$ cat src/hw/rtl/wms_pkg.sv
`timescale 1ns / 1ps
package wms_pkg;

   localparam int MAX_WINDOW = 64;
   localparam int ADDR_W     = $clog2(MAX_WINDOW);
   localparam int LEN_W      = 7;
   localparam int POS_W      = 11;
   localparam int CNT_W      = 10;
   localparam int FEAT_W     = 20;
   localparam int NUM_W      = 48;
   localparam int DEN_W      = 18;
   localparam int RES_W      = 34;

   localparam logic [POS_W-1:0] POS_MAX   = '1;
   localparam logic [CNT_W-1:0] COUNT_MAX = '1;

   typedef enum logic [1:0] {
      REG_LENGTH  = 2'd0,
      REG_OVERLAP = 2'd1,
      REG_MODE    = 2'd2
   } reg_index_type;

   typedef enum logic {
      OP_DIV  = 1'b0,
      OP_SQRT = 1'b1
   } unit_op_type;

   typedef struct packed {
      logic [7:0] sample;
      logic       column_start;
   } req_type;

   typedef struct packed {
      logic signed [FEAT_W-1:0] feature_a;
      logic signed [FEAT_W-1:0] feature_b;
      logic [CNT_W-1:0]         window_index;
   } rsp_type;

   typedef struct packed {
      logic             start;
      unit_op_type      op;
      logic [NUM_W-1:0] num;
      logic [DEN_W-1:0] den;
   } unit_cmd_type;

   typedef struct packed {
      logic             busy;
      logic             done;
      logic [RES_W-1:0] result;
   } unit_stat_type;

endpackage

$ cat src/hw/rtl/wms_iter_unit.sv
`timescale 1ns / 1ps
// Shared restoring divider / integer square root, one result bit per cycle.
module wms_iter_unit (
   input  logic                  clock,
   input  logic                  reset,
   input  wms_pkg::unit_cmd_type cmd,
   output wms_pkg::unit_stat_type stat
);
   import wms_pkg::*;

   localparam int W = 28;

   logic             busy_ff;
   logic             done_ff;
   unit_op_type      op_ff;
   logic [5:0]       cnt_ff;
   logic [W-1:0]     rem_ff;
   logic [W-1:0]     rem_in;
   logic [NUM_W-1:0] work_ff;
   logic [RES_W-1:0] res_ff;
   logic [DEN_W-1:0] den_ff;

   logic [W-1:0] cand;
   logic [W-1:0] trial;
   logic [W:0]   diff;
   logic         ge;
   logic         last;

   always_comb begin
      if (op_ff == OP_DIV) begin
         cand  = {rem_ff[W-2:0], work_ff[NUM_W-1]};
         trial = {{(W-DEN_W){1'b0}}, den_ff};
      end else begin
         cand  = {rem_ff[W-3:0], work_ff[NUM_W-1:NUM_W-2]};
         trial = {2'b00, res_ff[23:0], 2'b01};
      end
      diff   = {1'b0, cand} - {1'b0, trial};
      ge     = ~diff[W];
      rem_in = ge ? diff[W-1:0] : cand;
      last   = (op_ff == OP_DIV) ? (cnt_ff == 6'd33) : (cnt_ff == 6'd23);
   end

   always_ff @(posedge clock) begin
      if (reset) begin
         busy_ff <= 1'b0;
         done_ff <= 1'b0;
      end else begin
         done_ff <= busy_ff & last;
         if (cmd.start) begin
            busy_ff <= 1'b1;
         end else if (last) begin
            busy_ff <= 1'b0;
         end
      end
   end

   always_ff @(posedge clock) begin
      if (cmd.start) begin
         op_ff  <= cmd.op;
         den_ff <= cmd.den;
         cnt_ff <= '0;
         rem_ff <= '0;
         res_ff <= '0;
         if (cmd.op == OP_DIV) begin
            work_ff <= {cmd.num[RES_W-1:0], {(NUM_W-RES_W){1'b0}}};
         end else begin
            work_ff <= cmd.num;
         end
      end else if (busy_ff) begin
         cnt_ff <= cnt_ff + 6'd1;
         rem_ff <= rem_in;
         res_ff <= {res_ff[RES_W-2:0], ge};
         if (op_ff == OP_DIV) begin
            work_ff <= {work_ff[NUM_W-2:0], 1'b0};
         end else begin
            work_ff <= {work_ff[NUM_W-3:0], 2'b00};
         end
      end
   end

   assign stat.busy   = busy_ff;
   assign stat.done   = done_ff;
   assign stat.result = res_ff;

endmodule

$ cat src/hw/rtl/windowed_mean_std_or_line_fit.sv
`timescale 1ns / 1ps
// Sliding-window feature extractor for one image column. Each accepted word
// carries one 8-bit sample; column_start restarts window numbering. A sample
// that does not close a window is taken and req_ready stays high.
// A sample that closes a window of L samples holds req_ready low while the
// window is walked out of the 64-entry sample memory, the multiply steps (MA,
// MB, and MC in line-fit mode) run on one shared multiplier, and the shared
// divide/square-root unit runs its operations. The result sits in an output
// register; the next sample is taken while it waits, but the following
// window holds in its last step until the earlier word leaves. Configuration
// writes are taken at any time (csr_ready is always high) and must be made
// while the block is idle; length and mode are sampled when a window closes.
module windowed_mean_std_or_line_fit (
   input  logic                  clock,
   input  logic                  reset,
   input  logic                  req_valid,
   output logic                  req_ready,
   input  wms_pkg::req_type      req_data,
   output logic                  rsp_valid,
   input  logic                  rsp_ready,
   output wms_pkg::rsp_type      rsp_data,
   input  logic                  csr_valid,
   output logic                  csr_ready,
   input  logic [1:0]            csr_index,
   input  logic [6:0]            csr_data
);
   import wms_pkg::*;

   typedef enum logic [8:0] {
      ST_IDLE = 9'b000000001,
      ST_WALK = 9'b000000010,
      ST_MA   = 9'b000000100,
      ST_MB   = 9'b000001000,
      ST_MC   = 9'b000010000,
      ST_DIVA = 9'b000100000,
      ST_SQRT = 9'b001000000,
      ST_DIVB = 9'b010000000,
      ST_DONE = 9'b100000000
   } state_type;

   state_type state_ff, state_in;

   // configuration
   logic [LEN_W-1:0] length_ff;
   logic [5:0]       overlap_ff;
   logic             mode_ff;

   // column schedule
   logic [POS_W-1:0]  position_ff;
   logic [POS_W-1:0]  next_end_ff;
   logic [CNT_W-1:0]  count_ff;
   logic [ADDR_W-1:0] wptr_ff;

   // per-window working registers
   logic [LEN_W-1:0]  len_ff;
   logic              wmode_ff;
   logic [CNT_W-1:0]  widx_ff;
   logic [ADDR_W-1:0] base_ff;
   logic [LEN_W-1:0]  rd_cnt_ff;
   logic [LEN_W-1:0]  rcv_cnt_ff;
   logic [7:0]        rdata_ff;
   logic              rvld_ff;
   logic [13:0]       s_ff;
   logic [21:0]       q_ff;
   logic [19:0]       acc_ff;
   logic [28:0]       ta_ff;
   logic [28:0]       tb_ff;
   logic [17:0]       tc_ff;
   logic [23:0]       root_ff;
   logic signed [FEAT_W-1:0] fa_ff;
   logic signed [FEAT_W-1:0] fb_ff;
   logic              go_ff;

   logic    rsp_valid_ff;
   rsp_type rsp_ff;

   logic [7:0] mem [MAX_WINDOW];

   unit_cmd_type  cmd;
   unit_stat_type stat;

   wms_iter_unit u_unit (
      .clock (clock),
      .reset (reset),
      .cmd   (cmd),
      .stat  (stat)
   );

   // ---------------- input side: schedule decision at accept -----------------
   logic             accept;
   logic [LEN_W-1:0] len_clamp;
   logic [LEN_W-1:0] step;
   logic [POS_W-1:0] pos_cur;
   logic [POS_W-1:0] end_cur;
   logic [CNT_W-1:0] count_cur;
   logic             fire;

   always_comb begin
      if (length_ff < LEN_W'(2)) begin
         len_clamp = LEN_W'(2);
      end else if (length_ff > LEN_W'(MAX_WINDOW)) begin
         len_clamp = LEN_W'(MAX_WINDOW);
      end else begin
         len_clamp = length_ff;
      end
      step      = (len_clamp > {1'b0, overlap_ff}) ? len_clamp - {1'b0, overlap_ff}
                                                   : LEN_W'(1);
      pos_cur   = req_data.column_start ? '0 : position_ff;
      count_cur = req_data.column_start ? '0 : count_ff;
      end_cur   = (pos_cur == '0) ? POS_W'(len_clamp) : next_end_ff;
      fire      = (pos_cur != POS_MAX) && ((pos_cur + POS_W'(1)) == end_cur);
   end

   assign req_ready = (state_ff == ST_IDLE);
   assign accept    = req_valid & req_ready;
   assign csr_ready = 1'b1;

   always_ff @(posedge clock) begin
      if (reset) begin
         length_ff  <= LEN_W'(16);
         overlap_ff <= 6'd8;
         mode_ff    <= 1'b0;
      end else if (csr_valid) begin
         case (csr_index)
            REG_LENGTH:  length_ff  <= csr_data;
            REG_OVERLAP: overlap_ff <= csr_data[5:0];
            REG_MODE:    mode_ff    <= csr_data[0];
            default: ;
         endcase
      end
   end

   always_ff @(posedge clock) begin
      if (reset) begin
         position_ff <= '0;
         next_end_ff <= '0;
         count_ff    <= '0;
         wptr_ff     <= '0;
      end else if (accept) begin
         wptr_ff <= wptr_ff + ADDR_W'(1);
         if (pos_cur != POS_MAX) begin
            position_ff <= pos_cur + POS_W'(1);
         end else begin
            position_ff <= pos_cur;
         end
         if (fire) begin
            next_end_ff <= end_cur + POS_W'(step);
            count_ff    <= (count_cur != COUNT_MAX) ? count_cur + CNT_W'(1) : count_cur;
         end else begin
            next_end_ff <= end_cur;
            count_ff    <= count_cur;
         end
      end
   end

   always_ff @(posedge clock) begin
      if (accept && fire) begin
         len_ff   <= len_clamp;
         wmode_ff <= mode_ff;
         widx_ff  <= count_cur;
         base_ff  <= wptr_ff + ADDR_W'(1) - len_clamp[ADDR_W-1:0];
      end
   end

   // ---------------- sample memory -------------------------------------------
   logic issue;
   assign issue = (state_ff == ST_WALK) && (rd_cnt_ff < len_ff);

   always_ff @(posedge clock) begin
      if (accept) begin
         mem[wptr_ff] <= req_data.sample;
      end
      if (issue) begin
         rdata_ff <= mem[base_ff + rd_cnt_ff[ADDR_W-1:0]];
      end
   end

   // ---------------- window walk: sum, sum of squares, running prefix sum ----
   // sum(i*y) over positions 1..L equals (L+1)*S - acc, acc being the sum of
   // the prefix sums, so no index multiply is needed per sample.
   logic [13:0] s_new;
   assign s_new = s_ff + 14'(rdata_ff);

   always_ff @(posedge clock) begin
      if (reset) begin
         rvld_ff <= 1'b0;
      end else begin
         rvld_ff <= issue;
      end
   end

   always_ff @(posedge clock) begin
      if (accept && fire) begin
         rd_cnt_ff  <= '0;
         rcv_cnt_ff <= '0;
         s_ff       <= '0;
         q_ff       <= '0;
         acc_ff     <= '0;
      end else begin
         if (issue) begin
            rd_cnt_ff <= rd_cnt_ff + LEN_W'(1);
         end
         if (rvld_ff) begin
            rcv_cnt_ff <= rcv_cnt_ff + LEN_W'(1);
            s_ff       <= s_new;
            q_ff       <= q_ff + 22'(rdata_ff * rdata_ff);
            acc_ff     <= acc_ff + 20'(s_new);
         end
      end
   end

   // ---------------- shared multiplier ---------------------------------------
   logic [21:0] mul_a;
   logic [13:0] mul_b;
   logic [35:0] prod;

   always_comb begin
      mul_a = '0;
      mul_b = '0;
      case (state_ff)
         ST_MA: begin
            mul_a = wmode_ff ? 22'(s_ff) : q_ff;
            mul_b = wmode_ff ? 14'(len_ff + LEN_W'(1)) : 14'(len_ff);
         end
         ST_MB: begin
            mul_a = wmode_ff ? 22'(len_ff) : 22'(s_ff);
            mul_b = wmode_ff ? 14'(len_ff) : s_ff;
         end
         ST_MC: begin
            mul_a = 22'(tb_ff[12:0] - 13'd1);
            mul_b = 14'(len_ff);
         end
         default: ;
      endcase
      prod = 36'(mul_a) * 36'(mul_b);
   end

   always_ff @(posedge clock) begin
      case (state_ff)
         ST_MA: ta_ff <= prod[28:0];
         ST_MB: tb_ff <= wmode_ff ? prod[28:0] : ta_ff - prod[28:0];
         ST_MC: tc_ff <= prod[17:0];
         default: ;
      endcase
   end

   // ---------------- divide / root operands ----------------------------------
   // slope numerator 1536*((L+1)S - 2acc), intercept 512*(3acc - (L+2)S)
   logic signed [23:0] x_val;
   logic signed [23:0] y_val;
   logic [22:0]        x_mag;
   logic [22:0]        y_mag;
   logic [12:0]        den_b;

   always_comb begin
      x_val = $signed({3'b000, ta_ff[20:0]}) - $signed({3'b000, acc_ff, 1'b0});
      y_val = $signed({2'b00, acc_ff, 1'b0}) + $signed({4'b0000, acc_ff})
              - $signed({3'b000, ta_ff[20:0]}) - $signed({10'd0, s_ff});
      x_mag = x_val[23] ? 23'(-x_val) : x_val[22:0];
      y_mag = y_val[23] ? 23'(-y_val) : y_val[22:0];
      den_b = tb_ff[12:0] - 13'(len_ff);
   end

   always_comb begin
      cmd.start = go_ff;
      cmd.op    = OP_DIV;
      cmd.num   = '0;
      cmd.den   = '0;
      case (state_ff)
         ST_DIVA: begin
            if (wmode_ff) begin
               cmd.num = NUM_W'({x_mag, 10'd0}) + NUM_W'({x_mag, 9'd0})
                         + NUM_W'(tc_ff[17:1]);
               cmd.den = tc_ff;
            end else begin
               cmd.num = NUM_W'({s_ff, 8'd0}) + NUM_W'(len_ff[LEN_W-1:1]);
               cmd.den = DEN_W'(len_ff);
            end
         end
         ST_SQRT: begin
            cmd.op  = OP_SQRT;
            cmd.num = {1'b0, tb_ff, 18'd0};
         end
         ST_DIVB: begin
            if (wmode_ff) begin
               cmd.num = NUM_W'({y_mag, 9'd0}) + NUM_W'(den_b[12:1]);
               cmd.den = DEN_W'(den_b);
            end else begin
               cmd.num = NUM_W'(root_ff) + NUM_W'(len_ff);
               cmd.den = DEN_W'({len_ff, 1'b0});
            end
         end
         default: ;
      endcase
   end

   function automatic logic signed [FEAT_W-1:0] saturate(input logic neg,
                                                         input logic [RES_W-1:0] mag);
      logic signed [FEAT_W-1:0] v;
      if (!neg) begin
         v = (mag > RES_W'(524287)) ? FEAT_W'(524287) : $signed(mag[FEAT_W-1:0]);
      end else begin
         v = (mag > RES_W'(524288)) ? $signed({1'b1, {(FEAT_W-1){1'b0}}})
                                    : $signed(-mag[FEAT_W-1:0]);
      end
      return v;
   endfunction

   always_ff @(posedge clock) begin
      if (stat.done) begin
         case (state_ff)
            ST_DIVA: fa_ff   <= saturate(wmode_ff & x_val[23], stat.result);
            ST_SQRT: root_ff <= stat.result[23:0];
            ST_DIVB: fb_ff   <= saturate(wmode_ff & y_val[23], stat.result);
            default: ;
         endcase
      end
   end

   // ---------------- sequencer ------------------------------------------------
   logic out_free;
   assign out_free = ~rsp_valid_ff | rsp_ready;

   always_comb begin
      state_in = state_ff;
      case (state_ff)
         ST_IDLE: if (accept && fire) state_in = ST_WALK;
         ST_WALK: if (rvld_ff && (rcv_cnt_ff == len_ff - LEN_W'(1))) state_in = ST_MA;
         ST_MA:   state_in = ST_MB;
         ST_MB:   state_in = wmode_ff ? ST_MC : ST_DIVA;
         ST_MC:   state_in = ST_DIVA;
         ST_DIVA: if (stat.done) state_in = wmode_ff ? ST_DIVB : ST_SQRT;
         ST_SQRT: if (stat.done) state_in = ST_DIVB;
         ST_DIVB: if (stat.done) state_in = ST_DONE;
         ST_DONE: if (out_free) state_in = ST_IDLE;
         default: state_in = ST_IDLE;
      endcase
   end

   always_ff @(posedge clock) begin
      if (reset) begin
         state_ff <= ST_IDLE;
         go_ff    <= 1'b0;
      end else begin
         state_ff <= state_in;
         go_ff    <= (state_in != state_ff) &&
                     ((state_in == ST_DIVA) || (state_in == ST_SQRT) ||
                      (state_in == ST_DIVB));
      end
   end

   // ---------------- output register -----------------------------------------
   always_ff @(posedge clock) begin
      if (reset) begin
         rsp_valid_ff <= 1'b0;
      end else if (state_ff == ST_DONE && out_free) begin
         rsp_valid_ff <= 1'b1;
      end else if (rsp_ready) begin
         rsp_valid_ff <= 1'b0;
      end
   end

   always_ff @(posedge clock) begin
      if (state_ff == ST_DONE && out_free) begin
         rsp_ff.feature_a    <= fa_ff;
         rsp_ff.feature_b    <= fb_ff;
         rsp_ff.window_index <= widx_ff;
      end
   end

   assign rsp_valid = rsp_valid_ff;
   assign rsp_data  = rsp_ff;

`ifndef SYNTHESIS
   a_state_onehot: assert property (@(posedge clock) disable iff (reset)
      $onehot(state_ff)) else $error("state not one-hot");
   a_start_idle: assert property (@(posedge clock) disable iff (reset)
      cmd.start |-> !stat.busy) else $error("unit started while busy");
   a_done_state: assert property (@(posedge clock) disable iff (reset)
      stat.done |-> (state_ff == ST_DIVA || state_ff == ST_SQRT || state_ff == ST_DIVB))
      else $error("unit result in wrong state");
   a_fire_blocks: assert property (@(posedge clock) disable iff (reset)
      (accept && fire) |=> !req_ready) else $error("input taken during window");
   a_done_out: assert property (@(posedge clock) disable iff (reset)
      (state_ff == ST_DONE && out_free) |=> rsp_valid) else $error("result lost");
`endif

endmodule
$ cat config.mk
export PLATFORM = sky130hd
export DESIGN_NAME = windowed_mean_std_or_line_fit
export DESIGN_NICKNAME = d
export VERILOG_FILES = /design/src/hw/rtl/wms_pkg.sv /design/src/hw/rtl/wms_iter_unit.sv /design/src/hw/rtl/windowed_mean_std_or_line_fit.sv
export SDC_FILE = /design/constraint.sdc
export NUM_CORES = 2
export LEC_CHECK = 0
export ABC_AREA = 1
export BUFFER_PORTS_ARGS = -buffer_cell sky130_fd_sc_hd__buf_2
export CAP_MARGIN = 20
export CELL_PAD_IN_SITES_DETAIL_PLACEMENT = 1
export CELL_PAD_IN_SITES_GLOBAL_PLACEMENT = 1
export CORE_MARGIN = 2
export CORE_UTILIZATION = 50
export DETAILED_ROUTE_END_ITERATION = 16
export PLACE_DENSITY_LB_ADDON = 0.1
export SETUP_SLACK_MARGIN = 0.3
export SYNTH_ARGS = -nofsm -noshare
export SYNTH_HDL_FRONTEND = slang
export SYNTH_SLANG_ARGS = --single-unit
$ cat constraint.sdc
create_clock -name clock -period 13.5 [get_ports clock]
set_input_delay 0.675 -clock clock [delete_from_list [all_inputs] [get_ports clock]]
set_output_delay 0.675 -clock clock [all_outputs]
set_load 0.01 [all_outputs]
==> impl_summary.log <==
INFO  metric run_status = completed
INFO  metric clock_sinks = roughly 1.0k
INFO  metric cts_htree_levels = 3
INFO  metric clock_path_buffers = 3
INFO  metric final_layout_size_suffix_gt1_frac = 0.0564
INFO  metric synth_area = ~65000 um^2
INFO  metric chipWidth = between 300 and 400 um
INFO  metric avgRoutedWirePerCell = 23.6 um
INFO  metric power.density = around 230 nW/um^2
INFO  metric grt_max_degree = 99
INFO  metric hpwl = approximately 160000 um
INFO  metric detailroute.via_count = ~53k
INFO  metric nNetsFinal = 8062
INFO  metric drt_pass1_iterations = 7
INFO  metric totalWireLength = 218000 um
INFO  metric cp.arrival = between 10000 and 15000 ps
INFO  metric synth-edff-count = 801
INFO  metric switching_power = 0.00826 W
INFO  metric critical_path.endpoint_type = flip-flop
INFO  metric synthTopCellsByArea = sky130_fd_sc_hd__edfxtp_1 37%, sky130_fd_sc_hd__fa_1 9.2%, sky130_fd_sc_hd__nand2_1 7.6%
INFO  metric port_buffers = between 70 and 80
INFO  metric initialDrtViolationCount = 3883
INFO  metric worst-setup-path-type = flip-flop to flip-flop
INFO  metric ys_types = ~70
INFO  metric cp_slowest_stage_delay = approximately 730 ps
INFO  metric timing.hold.worst_path_depth = 3
INFO  metric postSynth.asyncResetShare = 0
INFO  metric postSynthRegisterBits = 1004
INFO  metric vertical_die_dimension = 365 um
INFO  metric fp.coreArea = between 100000 and 150000 um^2
INFO  metric fmaxAchievable = just over 90 MHz
INFO  metric total_leakage_power = about 30 nW
INFO  metric timing.reg2reg.worst_path_depth = 46
INFO  metric fin_worst_skew = around 98 ps
INFO  metric yosys.cell_count.top_type = sky130_fd_sc_hd__nand2_1
INFO  metric syn_to_final_growth = 9.35%
INFO  metric timing.slew.headroom = 0.270
INFO  metric setup_viol_count_final = 0
INFO  metric part_of_the_power_in_registers = 0.224
INFO  metric fin_crit_share = 0.798
INFO  metric syn-mean-instance-area = approximately 9 um^2
INFO  metric fillCellCount = between 15k and 20k
INFO  metric shortest_clock_period_the_worst_path_allows_after_layout = around 11000 ps
INFO  metric number_of_global_route_vias_before_repair = about 56k
INFO  metric clkLatencyLatePin = around 760 ps
INFO  metric slowest_stage = sky130_fd_sc_hd__nor2_1
INFO  metric gr-total-overflow = 0
INFO  metric hold_viol_final = 0
INFO  metric synth_top_flop_cell = sky130_fd_sc_hd__edfxtp_1
INFO  metric top_level_ports = 76
INFO  metric die_area = around 130000 um^2
INFO  metric ctsResizeCount = 0
INFO  metric worst_hold_slack = 176 ps
INFO  metric grt_setup_unrepaired = false
INFO  metric yosys_warnings = 0
INFO  metric synth_top_area_share = 0.369
INFO  metric maxSlewViolCount = 0
INFO  metric seq_area_frac_synth = 0.431
INFO  metric number_of_antenna_violations_at_the_first_check_in_global_routing = 8
INFO  metric max_capacitance_violation_total = 0
INFO  metric cts_buffers = around 110
INFO  metric clkSlewWorstSetupHoldPaths = ~60 ps
INFO  metric crit_top_cell = sky130_fd_sc_hd__inv_1
INFO  metric clockRootBuffer = sky130_fd_sc_hd__clkbuf_16
INFO  metric initial_util = 0.504
INFO  metric cts_post_setup_buffers_inserted = 0
INFO  metric post_cts_hold_buffer_count = 0
INFO  metric cellInternalPower = roughly 0.0084 W
INFO  metric routed_via_density = about 5.8
INFO  metric swShare = 0.495
INFO  metric ys_top_cells_by_count = 1318 x sky130_fd_sc_hd__nand2_1, 1053 x sky130_fd_sc_hd__inv_1, 863 x sky130_fd_sc_hd__nor2_1
INFO  metric largest_vdd_supply_drop = between 0.0002 and 0.00025 V
INFO  metric worst_slew_pin_slew = roughly 1100 ps
INFO  metric fin_setup_tns = 0 ps
INFO  metric footprint_of_the_multi_input_gates = approximately 32000 um^2
INFO  metric synth_cells = 7357
INFO  metric grt_resource_usage_total = 0.328
INFO  metric finalWeightedCongestion = approximately 0.98
INFO  metric worst-endpoint-required = about 14000 ps
INFO  metric min_path_type = input pin to flip-flop
INFO  metric cts_tree = done
INFO  metric sequential_cell_area = 28100 um^2
INFO  metric post-synth-top-area-cell = sky130_fd_sc_hd__edfxtp_1
INFO  metric cp-start-kind = flip-flop
INFO  metric detail_route_antenna_nets = 0
INFO  metric critical_path_peak_fanout = 11
INFO  metric drcViolationCount = 0
INFO  metric timing.reg2reg.setup_slack = between 2000 and 3000 ps
INFO  metric clock_power_share = 0.185
INFO  metric wire_length_of_the_first_global_routing_pass = 332000 um
INFO  metric share_of_power_burned_in_combinational_logic = 0.592
INFO  metric fp-row-count = ~130
-- sequential cells by signal, summed over array words and instances, names as in the netlist, 8 cells and up --
signal and flops:
tb_ff 29, u_unit.rem_ff 27, count_ff 10, u_unit.work_ff 48, fb_ff 20, root_ff 24, tc_ff 18, mem 512
s_ff 14, rdata_ff 8, position_ff 11, state_ff 9, u_unit.res_ff 34, widx_ff 10, u_unit.den_ff 18, q_ff 22
fa_ff 20, ta_ff 29, next_end_ff 11, acc_ff 20, rsp_data 50
-- worst paths after layout --
path | from | to
max | state_ff[4] | tb_ff[26]
min | csr_data[4] | length_ff[4]
max reg2reg | state_ff[4] | tb_ff[26]
min reg2reg | fb_ff[7] | rsp_data[17]
-- kinds of logic (layout without fill, tap and decap cells) --
family	Yosys count	after routing	share of synthesized area
AO/OA/AOI/OAI	1346	1346	0.120
XOR/XNOR	228	228	0.0309
adder cells (fa/ha/maj)	636	636	0.156
buffers and inverters	1326	1437	0.0771
flip-flops	1004	1004	0.431
multiplexers	65	65	0.00999
other	2	35	0.000115
AND/OR/NAND/NOR	2750	2750	0.174
-- per-layer routing --
layer	wire length (um)	share of wire	global-route usage	vias to the layer above
met1	88800	0.41	0.410	26700
met5	34	0.00016	0	-
met3	11500	0.052	0.0443	458
li1	-	-	-	24700
met2	106000	0.49	0.562	1487
met4	11700	0.054	0.153	6
-- critical path, delay by kind of cell, from the launching register on --
family,cells,cell delay [ps]
buffers and inverters,12,1520
AO/OA/AOI/OAI,6,1370
adder cells (fa/ha/maj),8,3590
XOR/XNOR,1,360
flip-flops,1,320
AND/OR/NAND/NOR,19,3220
-- metrics by stage --
step           total power [W]  cell area (um^2)  cells  setup slack [ps]  utilization
2_1_floorplan           0.0108             65400   7387              4060            -
3_3_place_gp            0.0132             67600   9030              3260        0.522
3_5_place_dp            0.0136             67600   9030              3050        0.522
4_1_cts                 0.0167             71300   9236              2940        0.551
5_1_grt                 0.0181             71400   9240              2000        0.551
6_report                0.0167             71400   9243              2720        0.551
-- placed cells by master, fill, tap and decap left out, drive strengths merged, types with 49 or more instances in the layout --
master,count
a21oi,379
buf,150
clkbuf,128
clkinv,69
dfxtp,203
edfxtp,801
fa,299
ha,337
inv,1069
mux2i,64
nand2,1340
nand3,305
nand4,53
nor2,877
nor3,85
o21ai,568
o221ai,81
o22ai,49
o32ai,65
xnor2,64
xor2,164
-- area by class of cell --
type	instances	area share
clock buffer	128	0.0397
inverter	1080	0.0569
sequential	1004	0.394
tap	1742	0.0305
antenna	3	0.000105
multi-input combinational	5057	0.453
timing repair buffer	151	0.0138
clock inverter	78	0.0119
-- power groups by stage --
| stage | combinational, W | sequential [W] | clock, W |
|---|---|---|---|
| final | 0.00987 | 0.00373 | 0.00309 |
| after global placement | 0.00946 | 0.00378 | 0 |
| after floorplan | 0.00714 | 0.00369 | 0 |
| after detailed placement | 0.00977 | 0.00379 | 0 |
| after CTS | 0.00986 | 0.00373 | 0.00313 |
| after global routing | 0.0111 | 0.00375 | 0.00323 |
Note: power is estimated with default switching activity, not from simulation.
